==> config.mk <==
export PLATFORM = sky130hd
export DESIGN_NAME = ipv4_tcp_checksum_stream_top
export DESIGN_NICKNAME = d
export VERILOG_FILES = /design/src/design/ipv4cs_pkg.sv /design/src/design/ipv4cs_accum.sv /design/src/design/ipv4cs_finish.sv /design/src/design/ipv4_tcp_checksum_stream_top.sv
export SDC_FILE = /design/constraint.sdc
export NUM_CORES = 1
export LEC_CHECK = 0
export BUFFER_PORTS_ARGS = -buffer_cell sky130_fd_sc_hd__buf_2
export CAP_MARGIN = 10
export CORE_ASPECT_RATIO = 0.9
export CORE_MARGIN = 2
export CORE_UTILIZATION = 30
export CTS_CLUSTER_DIAMETER = 40
export DETAILED_ROUTE_END_ITERATION = 7
export HOLD_SLACK_MARGIN = 0.15
export MAX_ROUTING_LAYER = met4
export PLACE_DENSITY_LB_ADDON = 0.2
export SLEW_MARGIN = 20
export SYNTH_ARGS = -nofsm -noshare
export SYNTH_HDL_FRONTEND = slang
export SYNTH_SLANG_ARGS = --single-unit
==> constraint.sdc <==
create_clock -name aclk -period 15.26 [get_ports aclk]
set_clock_uncertainty 0.1 [all_clocks]
set_input_delay 1.526 -clock aclk [delete_from_list [all_inputs] [get_ports aclk]]
set_output_delay 1.526 -clock aclk [all_outputs]
set_load 0.02 [all_outputs]
==> src/design/ipv4cs_pkg.sv <==
// shared types and constants of the ipv4/tcp checksum stream block
package ipv4cs_pkg;

    // result status codes
    localparam logic [1:0] STATUS_OK      = 2'd0;
    localparam logic [1:0] STATUS_BAD_IHL = 2'd1;
    localparam logic [1:0] STATUS_SHORT   = 2'd2;

    // header byte positions
    localparam logic [15:0] POS_IHL      = 16'd0;
    localparam logic [15:0] POS_LEN_HI   = 16'd2;
    localparam logic [15:0] POS_LEN_LO   = 16'd3;
    localparam logic [15:0] POS_CSUM_HI  = 16'd10;
    localparam logic [15:0] POS_CSUM_LO  = 16'd11;
    localparam logic [15:0] POS_SRC_FIRST = 16'd12;
    localparam logic [15:0] POS_SRC_LAST  = 16'd15;
    localparam logic [15:0] POS_DST_FIRST = 16'd16;
    localparam logic [15:0] POS_DST_LAST  = 16'd19;
    localparam logic [15:0] POS_MAX      = 16'hffff;

    // offset of the checksum field inside the tcp header
    localparam logic [15:0] TCP_CSUM_OFFSET = 16'd16;
    localparam logic [3:0]  IHL_MIN         = 4'd5;
    localparam logic [15:0] MIN_BYTES       = 16'd4;
    localparam logic [31:0] PROTO_TCP       = 32'h0000_0006;

    // everything the finishing stages need for one packet
    typedef struct packed {
        logic [31:0] header_sum;
        logic [31:0] segment_sum;
        logic [31:0] src_addr;
        logic [31:0] dst_addr;
        logic [15:0] tcp_length;
        logic [1:0]  status;
    } finish_t;

endpackage

==> src/design/ipv4cs_accum.sv <==
// per-byte header capture and word accumulation, one beat per cycle while s_tready is high
module ipv4cs_accum (
    input  logic                 aclk,
    input  logic                 aresetn,
    input  logic [7:0]           s_tdata,
    input  logic                 s_tlast,
    input  logic                 s_tvalid,
    output logic                 s_tready,
    output logic                 fin_valid,
    output ipv4cs_pkg::finish_t  fin,
    input  logic                 fin_ready
);

    logic [15:0] pos_reg;
    logic [3:0]  ihl_reg;
    logic [15:0] tot_len_reg;
    logic [31:0] src_reg;
    logic [31:0] dst_reg;
    logic [31:0] hdr_sum_reg;
    logic [31:0] seg_sum_reg;
    logic        fin_valid_reg;
    ipv4cs_pkg::finish_t fin_reg;

    logic [3:0]  ihl_next;
    logic [15:0] tot_len_next;
    logic [31:0] src_next;
    logic [31:0] dst_next;
    logic [31:0] hdr_sum_next;
    logic [31:0] seg_sum_next;
    logic [15:0] pos_next;
    logic [15:0] hlen;
    logic [15:0] word;
    logic        hdr_add;
    logic        seg_add;
    logic [1:0]  status;
    logic        accept;

    assign s_tready  = !fin_valid_reg || fin_ready;
    assign accept    = s_tvalid && s_tready;
    assign fin_valid = fin_valid_reg;
    assign fin       = fin_reg;

    // field capture, using the current byte where it lands
    always_comb begin
        ihl_next     = ihl_reg;
        tot_len_next = tot_len_reg;
        src_next     = src_reg;
        dst_next     = dst_reg;
        if (pos_reg == ipv4cs_pkg::POS_IHL) begin
            ihl_next = s_tdata[3:0];
        end else if (pos_reg == ipv4cs_pkg::POS_LEN_HI) begin
            tot_len_next = {s_tdata, tot_len_reg[7:0]};
        end else if (pos_reg == ipv4cs_pkg::POS_LEN_LO) begin
            tot_len_next = {tot_len_reg[15:8], s_tdata};
        end else if (pos_reg inside {[ipv4cs_pkg::POS_SRC_FIRST:ipv4cs_pkg::POS_SRC_LAST]}) begin
            src_next = {src_reg[23:0], s_tdata};
        end else if (pos_reg inside {[ipv4cs_pkg::POS_DST_FIRST:ipv4cs_pkg::POS_DST_LAST]}) begin
            dst_next = {dst_reg[23:0], s_tdata};
        end
    end

    // byte lane and region tests
    always_comb begin
        hlen = {10'd0, ihl_next, 2'b00};
        word = pos_reg[0] ? {8'd0, s_tdata} : {s_tdata, 8'd0};
        hdr_add = (pos_reg < hlen) && (pos_reg != ipv4cs_pkg::POS_CSUM_HI)
                  && (pos_reg != ipv4cs_pkg::POS_CSUM_LO);
        seg_add = (pos_reg >= hlen) && (pos_reg < tot_len_next)
                  && (pos_reg != hlen + ipv4cs_pkg::TCP_CSUM_OFFSET)
                  && (pos_reg != hlen + ipv4cs_pkg::TCP_CSUM_OFFSET + 16'd1);
        hdr_sum_next = hdr_add ? hdr_sum_reg + {16'd0, word} : hdr_sum_reg;
        seg_sum_next = seg_add ? seg_sum_reg + {16'd0, word} : seg_sum_reg;
        pos_next = (pos_reg == ipv4cs_pkg::POS_MAX) ? pos_reg : pos_reg + 16'd1;
    end

    // status from the byte count including this beat
    always_comb begin
        if (pos_next < ipv4cs_pkg::MIN_BYTES) begin
            status = ipv4cs_pkg::STATUS_SHORT;
        end else if ((ihl_next < ipv4cs_pkg::IHL_MIN) || (hlen > tot_len_next)) begin
            status = ipv4cs_pkg::STATUS_BAD_IHL;
        end else if (pos_next < tot_len_next) begin
            status = ipv4cs_pkg::STATUS_SHORT;
        end else begin
            status = ipv4cs_pkg::STATUS_OK;
        end
    end

    // packet state, cleared after each last beat
    always_ff @(posedge aclk) begin
        if (!aresetn) begin
            pos_reg     <= '0;
            ihl_reg     <= '0;
            tot_len_reg <= '0;
            src_reg     <= '0;
            dst_reg     <= '0;
            hdr_sum_reg <= '0;
            seg_sum_reg <= '0;
        end else if (accept) begin
            if (s_tlast) begin
                pos_reg     <= '0;
                ihl_reg     <= '0;
                tot_len_reg <= '0;
                src_reg     <= '0;
                dst_reg     <= '0;
                hdr_sum_reg <= '0;
                seg_sum_reg <= '0;
            end else begin
                pos_reg     <= pos_next;
                ihl_reg     <= ihl_next;
                tot_len_reg <= tot_len_next;
                src_reg     <= src_next;
                dst_reg     <= dst_next;
                hdr_sum_reg <= hdr_sum_next;
                seg_sum_reg <= seg_sum_next;
            end
        end
    end

    // hand-off register toward the finishing stages
    always_ff @(posedge aclk) begin
        if (!aresetn) begin
            fin_valid_reg <= 1'b0;
        end else if (accept && s_tlast) begin
            fin_valid_reg <= 1'b1;
        end else if (fin_ready) begin
            fin_valid_reg <= 1'b0;
        end
    end

    always_ff @(posedge aclk) begin
        if (accept && s_tlast) begin
            fin_reg.header_sum  <= hdr_sum_next;
            fin_reg.segment_sum <= seg_sum_next;
            fin_reg.src_addr    <= src_next;
            fin_reg.dst_addr    <= dst_next;
            fin_reg.tcp_length  <= tot_len_next - hlen;
            fin_reg.status      <= status;
        end
    end

endmodule

==> src/design/ipv4cs_finish.sv <==
// pseudo-header add, carry fold and complement, with the output register
module ipv4cs_finish (
    input  logic                 aclk,
    input  logic                 aresetn,
    input  logic                 fin_valid,
    input  ipv4cs_pkg::finish_t  fin,
    output logic                 fin_ready,
    output logic                 m_tvalid,
    input  logic                 m_tready,
    output logic [31:0]          m_tdata,
    output logic [1:0]           m_tuser
);

    logic        sum_valid_reg;
    logic [31:0] tcp_sum_reg;
    logic [31:0] hdr_sum_reg;
    logic [1:0]  sum_status_reg;
    logic        out_valid_reg;
    logic [15:0] ip_csum_reg;
    logic [15:0] tcp_csum_reg;
    logic [1:0]  out_status_reg;

    logic        out_ready;
    logic        sum_ready;
    logic [31:0] tcp_sum_next;
    logic [16:0] tcp_fold1;
    logic [16:0] tcp_fold2;
    logic [16:0] hdr_fold1;
    logic [16:0] hdr_fold2;
    logic        status_ok;

    assign out_ready = !out_valid_reg || m_tready;
    assign sum_ready = !sum_valid_reg || out_ready;
    assign fin_ready = sum_ready;
    assign m_tvalid  = out_valid_reg;
    assign m_tdata   = {tcp_csum_reg, ip_csum_reg};
    assign m_tuser   = out_status_reg;

    // pseudo-header: address halves, protocol and segment length
    always_comb begin
        tcp_sum_next = fin.segment_sum
                       + {16'd0, fin.src_addr[31:16]} + {16'd0, fin.src_addr[15:0]}
                       + {16'd0, fin.dst_addr[31:16]} + {16'd0, fin.dst_addr[15:0]}
                       + ipv4cs_pkg::PROTO_TCP + {16'd0, fin.tcp_length};
    end

    // two carry folds for each sum
    always_comb begin
        tcp_fold1 = {1'b0, tcp_sum_reg[15:0]} + {1'b0, tcp_sum_reg[31:16]};
        tcp_fold2 = {1'b0, tcp_fold1[15:0]} + {16'd0, tcp_fold1[16]};
        hdr_fold1 = {1'b0, hdr_sum_reg[15:0]} + {1'b0, hdr_sum_reg[31:16]};
        hdr_fold2 = {1'b0, hdr_fold1[15:0]} + {16'd0, hdr_fold1[16]};
        status_ok = (sum_status_reg == ipv4cs_pkg::STATUS_OK);
    end

    // sum stage
    always_ff @(posedge aclk) begin
        if (!aresetn) begin
            sum_valid_reg <= 1'b0;
        end else if (sum_ready) begin
            sum_valid_reg <= fin_valid;
        end
    end

    always_ff @(posedge aclk) begin
        if (sum_ready && fin_valid) begin
            tcp_sum_reg    <= tcp_sum_next;
            hdr_sum_reg    <= fin.header_sum;
            sum_status_reg <= fin.status;
        end
    end

    // output register, checksums forced to zero on an error
    always_ff @(posedge aclk) begin
        if (!aresetn) begin
            out_valid_reg <= 1'b0;
        end else if (out_ready) begin
            out_valid_reg <= sum_valid_reg;
        end
    end

    always_ff @(posedge aclk) begin
        if (out_ready && sum_valid_reg) begin
            ip_csum_reg    <= status_ok ? ~hdr_fold2[15:0] : 16'd0;
            tcp_csum_reg   <= status_ok ? ~tcp_fold2[15:0] : 16'd0;
            out_status_reg <= sum_status_reg;
        end
    end

endmodule

==> src/design/ipv4_tcp_checksum_stream_top.sv <==
// top level of the ipv4/tcp checksum stream block
//
// An IPv4 packet carrying TCP enters on the s_ stream one byte per beat,
// starting at the first byte of the IPv4 header; s_tlast marks its final
// byte. For every packet one result beat leaves on the m_ stream with the
// IPv4 header checksum, the TCP checksum over segment and pseudo-header,
// and a status code (ok, bad header length, packet short). On an error
// both checksums read as zero.
//
// Throughput: one byte per clock while s_tready is high, set by the single
// add into each running word sum. After the last byte the result passes
// the hand-off register, the sum register (pseudo-header add) and the
// output register (fold and complement). Back-to-back packets are fine;
// the next packet's first byte may follow the last byte directly.
//
// Reset (aresetn low, synchronous) clears the byte counter, captured
// header fields, both sums and every valid flag. When the receiver holds
// m_tready low the result waits in the output register; two further
// finished packets can queue in the pipeline before s_tready drops.
module ipv4_tcp_checksum_stream_top (
    input  logic        aclk,
    input  logic        aresetn,
    input  logic [7:0]  s_tdata,   // packet_byte
    input  logic        s_tlast,
    input  logic        s_tvalid,
    output logic        s_tready,
    output logic [31:0] m_tdata,   // ip_checksum [15:0], tcp_checksum [31:16]
    output logic [1:0]  m_tuser,   // status
    output logic        m_tvalid,
    input  logic        m_tready
);

    logic                fin_valid;
    logic                fin_ready;
    ipv4cs_pkg::finish_t fin;

    // byte capture and accumulation
    ipv4cs_accum u_accum (
        .aclk      (aclk),
        .aresetn   (aresetn),
        .s_tdata   (s_tdata),
        .s_tlast   (s_tlast),
        .s_tvalid  (s_tvalid),
        .s_tready  (s_tready),
        .fin_valid (fin_valid),
        .fin       (fin),
        .fin_ready (fin_ready)
    );

    // pseudo-header, fold and output register
    ipv4cs_finish u_finish (
        .aclk      (aclk),
        .aresetn   (aresetn),
        .fin_valid (fin_valid),
        .fin       (fin),
        .fin_ready (fin_ready),
        .m_tvalid  (m_tvalid),
        .m_tready  (m_tready),
        .m_tdata   (m_tdata),
        .m_tuser   (m_tuser)
    );

endmodule

==> flow_summary.yaml, run 1 <==
synth:
  synth.avg_cell_area_um2: 10.2
  async_reset_ff_share_pct: 0
  syn_inst: 2385
  synthDistinctLibCells: 73
  synthTopCellsByArea: "edfxtp_1 30%, dfxtp_1 14%, ha_1 7.8%"
  yosys.area.top_type_share_pct: 30.3
  syn_area_um2: 24400
  synthesis.nets: 2618
  synth_edf_count: 246
  ys_seq_area_share_pct: 44.0
  ys_seq_elements: 413
  ys.warnings.count: 0
  ys.flop_type: "edfxtp_1"
  synth_top_area_cell: "edfxtp_1"
clocking:
  clk_pin_slew_ps: 50
  numClockSinks: 413
  cts_buffer_depth: 3
  numCtsBuffers: 81
  cts_tree: "done"
  htree_num_levels: 3
  cts.root.buffer_cell: "clkbuf_16"
  cts_resized: 0
  cts_setup_buffers: 0
  clk_latency_ps: 620
  hold_buffers: 0
grt:
  grt_pass1_wl_mm: 101
  grt_remaining_overflow: 0
  antenna_found_initial: 2
  grt_max_degree: 91
  first_global_vias: 17700
  grtUsageTotal_pct: 15.9
drt:
  drt_wl_total_mm: 65.2
  drt-pass1-iter-count: 5
  drc: 0
  postRouteAntennaNets: 0
  routedWlPerCell_um: 18.3
  via_per_inst: 5.03
  vias: 17900
  drt-initial-drc-count: 1251
floorplanning:
  num_rows: 99
  fp.dieH_um: 275
  die_w_um: 305
  io_pins: 49
  dieArea_um2: 83700
  core_area_um2: 80900
  initial_utilization_pct: 30.2
layout:
  multiInputGateArea_um2: 12400
  area_growth_pct: 17.1
  nets: 2667
  fill_cells: 8094
  drive_above_1_share_pct: 12.9
  seq_area_um2: 10700
  largest_reg_flops: 146
pwr:
  leakage_nw: 11.5
  cellPowerDensity_nw_per_um2: 127
  power_w: 0.00364
  ir_drop_mv: 0.0639
critical_path:
  cp-start-kind: "flip-flop"
  required_ps: 15670
  endpoint_kind: "flip-flop"
  worstPathArrival_ps: 6430
  critPathKind: "flip-flop to flip-flop"
  rr_endpoint: "u_accum.seg_sum_reg[0]"
  worst_r2r_path_depth: 16
  worstSetupEndpoint: "u_accum.seg_sum_reg[0]"
  r2r-start: "u_accum.pos_reg[0]"
  worst_path_largest_cell_delay_ps: 770
  path_max_fanout: 35
  crit_slowest_cell: "dfxtp_1"
  crit_chain: "inv_1 -> ha_1 -> nor4b_1 -> nand2_1 -> nor4_4 -> mux2i_1 -> ha_1 -> a21o_1 -> a21o_1 -> a21oi_1 -> o32ai_1 -> nor4_1 -> and2_1 -> buf_4 -> mux2_2 -> a22o_1"
  startpoint: "u_accum.pos_reg[0]"
  ff2ff_setup_slack_ps: 9240
sta:
  drv_slew: 0
  setup_violations: 0
  maxClockFrequency_mhz: 166
  finalHoldViolations: 0
  fin_ws_ps: 9240
  layout_min_cycle_time_ps: 6020
  rsz0062_at_grt: "no"
  tns_ps: 0
  period_share_pct: 39.5
  relSlewSlack_pct: 31.5
  tightest_slew_ps: 1030
hold_path:
  min-delay-start: "u_accum.fin[121]"
  min_path_type: "flip-flop to flip-flop"
placement:
  portBuffers: 48
  dp_hpwl_mm: 46.2
  place_worst_setup_slack_ps: 9000
  gp_congestion: 0.862
job:
  max_cap_violations: 0
run_status:
  outcome: "complete, no violations"
==> critical path, delay by kind of cell (launching register included) <==
family / cells / cell delay (ps)
flops: 1 / 770
mux: 2 / 930
fa+ha+maj: 2 / 650
compound gates: 5 / 880
simple gates: 5 / 1960
buf+inv: 2 / 600
==> area by class of cell <==
type	instances	share of cell area, %
clock buffer	97	7.56
inverter	245	3.24
tap	1060	4.64
clock inverter	54	2.18
timing repair buffer	66	1.38
multi-input combinational	1627	43.4
antenna	1	0.00876
sequential	413	37.5
==> routing by layer <==
metal | GRT usage [%] | vias to the layer above | wire length (um)
met1 | 21.3 | 8676 | 31300
met2 | 24.5 | 402 | 29300
met3 | 2.77 | 106 | 3090
met4 | 4.72 | 0 | 1490
met5 | - | - | 0
li1 | - | 8729 | -
==> synth_stat cells, types with 17 or more instances <==
| cell type | instances |
|---|---|
| a21o_1 | 34 |
| a21oi_1 | 93 |
| a22oi_1 | 101 |
| a31oi_1 | 23 |
| and2_1 | 23 |
| and3_1 | 35 |
| clkbuf_1 | 78 |
| dfxtp_1 | 167 |
| edfxtp_1 | 246 |
| fa_1 | 68 |
| ha_1 | 152 |
| inv_1 | 245 |
| mux2_2 | 93 |
| mux2i_1 | 17 |
| nand2_1 | 95 |
| nand3_1 | 74 |
| nand4_1 | 31 |
| nor2_1 | 234 |
| nor2b_1 | 19 |
| nor3_1 | 52 |
| nor4_1 | 20 |
| o211ai_1 | 21 |
| o21ai_0 | 80 |
| or3_1 | 26 |
| xnor2_1 | 87 |
| xor2_1 | 62 |
==> stage by stage <==
step	cells	hold slack, ps	area, um2	util [%]
6_report	3563	317	28600	35.3
5_1_grt	3562	322	28600	35.3
4_1_cts	3561	319	28500	35.3
3_5_place_dp	3410	305	25800	31.8
3_3_place_gp	3410	303	25800	31.8
2_1_floorplan	2385	300	24400	-
==> cells in the final DEF, fill, tap and decap left out, drive strengths merged, types with 35 or more instances in the layout <==
cell type / n
inv: 256
edfxtp: 246
nor2: 235
dfxtp: 167
ha: 152
a22oi: 101
mux2: 98
clkbuf: 97
nand2: 95
a21oi: 93
xnor2: 87
o21ai: 82
nand3: 74
fa: 68
buf: 66
xor2: 62
nor3: 52
and3: 35
==> logic make-up (layout without fill, tap and decap cells) <==
family	Yosys count	in the layout	synth area share, %
compound gates	482	482	13.4
xor+xnor	149	149	5.35
fa+ha+maj	220	220	13.4
buf+inv	345	462	5.44
flops	413	413	44.0
mux	115	115	5.29
other cells	0	1	0
simple gates	661	661	13.2
==> worst min-delay path by stage <==
stage,endpoint,slack [ps],cells past startpoint
3_3_place_gp,u_finish.hdr_sum_reg[22],300,0
6_report,u_finish.hdr_sum_reg[7],320,0
5_1_grt,u_finish.hdr_sum_reg[10],320,0
2_1_floorplan,u_finish.hdr_sum_reg[0],300,0
4_1_cts,u_finish.hdr_sum_reg[7],320,0
3_5_place_dp,u_finish.hdr_sum_reg[31],300,0
==> report_power, final <==
group / internal, W / switching, W
Sequential: 0.00124 / 0.0000184
Clock: 0.00115 / 0.000639
Combinational: 0.000224 / 0.000371
Total: 0.00261 / 0.00103
Note: power is estimated with default switching activity, not from simulation.
==> inputs of run 2 (changes only) <==
Settings changed: ABC_AREA from default to 1.
Clock period 15.26 ns to 6.1 ns, I/O delays scaled along.
==> flow_summary.yaml, run 2 <==
placement:
  gp_congestion: 0.888
  dp_hpwl_mm: 48.0
  place_worst_setup_slack_ps: 1080
  portBuffers: 48
  place_area_um2: 26700
sta:
  finalHoldViolations: 0
  tns_ps: 0
  setup_violations: 0
  fin_ws_ps: 1090
  rsz0062_at_grt: "no"
  hold_slack_ps: 222
  layout_min_cycle_time_ps: 5010
  tightest_slew_ps: 1050
  period_share_pct: 82.1
  drv_slew: 0
  relSlewSlack_pct: 30.1
  maxClockFrequency_mhz: 200
clocking:
  hold_buffers: 0
  cts.root.buffer_cell: "clkbuf_16"
  cts_tree: "done"
  cts_buffer_depth: 3
  clk_latency_ps: 610
  clk_pin_slew_ps: 50
  htree_num_levels: 3
  cts_setup_buffers: 0
  numClockSinks: 413
  cts_resized: 0
  numCtsBuffers: 75
pwr:
  seq_power_share_pct: 34.8
  combPwrFrac_pct: 14.7
  power.internal_w: 0.00653
  sw_frac_of_total_pct: 27.2
  leakage_nw: 12.6
  power_w: 0.00896
  p_clk_share_pct: 50.5
  ir_drop_mv: 0.180
  switchingPower_w: 0.00244
  cellPowerDensity_nw_per_um2: 304
grt:
  first_global_vias: 18600
  grt_remaining_overflow: 0
  grtUsageTotal_pct: 15.9
  grt_max_degree: 101
  grt_pass1_wl_mm: 105
  antenna_found_initial: 3
floorplanning:
  initial_utilization_pct: 30.4
  die_w_um: 310
  io_pins: 49
  fp.dieH_um: 279
  dieArea_um2: 86600
  core_area_um2: 83100
  num_rows: 100
synth:
  synth_common_cells: "737 x nand2_1, 463 x inv_1, 290 x a21oi_1"
  ys.warnings.count: 0
  synthesis.nets: 3209
  synth_top_area_cell: "edfxtp_1"
  synthDistinctLibCells: 57
  synthTopCellsByArea: "edfxtp_1 29%, dfxtp_1 13%, nand2_1 11%"
  yosysMostFrequentCell: "nand2_1"
  ys.flop_type: "edfxtp_1"
  async_reset_ff_share_pct: 0
  syn_inst: 2976
  yosys.area.top_type_share_pct: 29.2
  ys_seq_elements: 413
  syn_area_um2: 25300
  synth_edf_count: 246
  synth.avg_cell_area_um2: 8.49
  ys_seq_area_share_pct: 42.5
drt:
  postRouteAntennaNets: 0
  vias: 19100
  drt_wl_total_mm: 65.8
  via_per_inst: 4.53
  routedWlPerCell_um: 15.6
  drt-pass1-iter-count: 5
  drt-initial-drc-count: 1385
  drc: 0
layout:
  fin_area_um2: 29500
  final_cell_mix: "736 x nand2_1, 461 x inv_1, 289 x a21oi_1"
  area_growth_pct: 16.7
  largest_reg_flops: 146
  final_common_cell: "nand2_1"
  diodes: 0
  drive_above_1_share_pct: 10.8
  nets: 3268
critical_path:
  path_max_fanout: 3
  critPathKind: "flip-flop to flip-flop"
  worstPathArrival_ps: 5260
  endpoint_kind: "flip-flop"
  cp-start-kind: "flip-flop"
  crit_slowest_cell: "fa_1"
  startpoint: "u_accum.fin[36]"
  required_ps: 6350
  worst_path_largest_cell_delay_ps: 550
  crit_chain: "inv_1 -> fa_1 -> inv_1 -> fa_1 -> inv_1 -> fa_1 -> fa_1 -> inv_1 -> ha_1 -> inv_1 -> fa_1 -> o21ai_1 -> a21oi_1 -> o21ai_1 -> a21boi_0 -> o21ai_0 -> a21boi_1 -> o21ai_0 -> xor2_1"
  r2r-start: "u_accum.fin[36]"
hold_path:
  min_path_type: "input port to flip-flop"
  min-delay-start: "m_tready"
run_status:
  outcome: "complete, no violations"
job:
  max_cap_violations: 0
==> run 2: cell types whose count changed after synthesis, moves of 35 or more <==
cell     delta
nand3_1    +41
nor2_1     -92
inv_1     +218
and3_1     -35
a21oi_1   +197
xnor2_1    -63
a22oi_1   -101
nand2_1   +642
==> run 2: layer usage <==
| metal | track usage [%] | vias up | routed length, um |
|---|---|---|---|
| li1 | - | 9887 | - |
| met1 | 22.8 | 8825 | 33900 |
| met4 | 4.03 | 0 | 1300 |
| met2 | 22.8 | 331 | 27400 |
| met3 | 3.25 | 87 | 3220 |
| met5 | - | - | 0 |
==> run 2: final cells by class <==
class / instances / area, um2
clock buffer: 96 / 2180
clock inverter: 43 / 581
timing repair buffer: 67 / 420
fill: 8661 / 53600
sequential: 413 / 10700
inverter: 477 / 1800
tap: 1122 / 1400
multi-input combinational: 2001 / 12400
==> run 2: cell families (layout without fill, tap and decap cells) <==
| kind of cell | after synthesis | in the layout | synth area share [%] |
|---|---|---|---|
| AOI/OAI and AO/OA | 460 | 460 | 9.96 |
| adders and majority gates | 220 | 220 | 12.9 |
| buffers and inverters | 562 | 683 | 8.64 |
| and+or+nand+nor | 1152 | 1152 | 19.5 |
| xor gates and xnor gates | 106 | 106 | 3.73 |
| muxes | 63 | 63 | 2.82 |
| DFF | 413 | 413 | 42.5 |
==> run 2: per-stage QoR <==
stage	util [%]	std cells
2_1_floorplan	-	2976
3_3_place_gp	32.2	4080
3_5_place_dp	32.2	4080
4_1_cts	35.5	4219
5_1_grt	35.5	4219
6_report	35.5	4219
==> run 2: path summary, 6_finish.rpt <==
path | depth (start not counted) | slack (ps) | to
setup / recovery | 19 | 1090 | u_finish.tcp_sum_reg[16]
hold / removal | 4 | 220 | u_finish.m_tvalid
setup reg to reg | 19 | 1090 | u_finish.tcp_sum_reg[16]
hold reg to reg | 0 | 310 | u_finish.hdr_sum_reg[26]
==> run 2: power groups by stage <==
stage	registers, W	clock network (W)	logic (W)
after floorplan	0.00316	0	0.000933
after global placement	0.00318	0	0.00133
after detailed placement	0.00318	0	0.00132
after CTS	0.00312	0.00464	0.00133
after global routing	0.00313	0.00476	0.00151
final	0.00312	0.00453	0.00132
==> run 2: critical path: cells and delay by family (launching register included) <==
family	cells	cell delay, ps
adder cells (fa/ha/maj)	6	2590
AO/OA/AOI/OAI	7	1360
flip-flops	1	320
buffers and inverters	5	290
XOR/XNOR	1	90
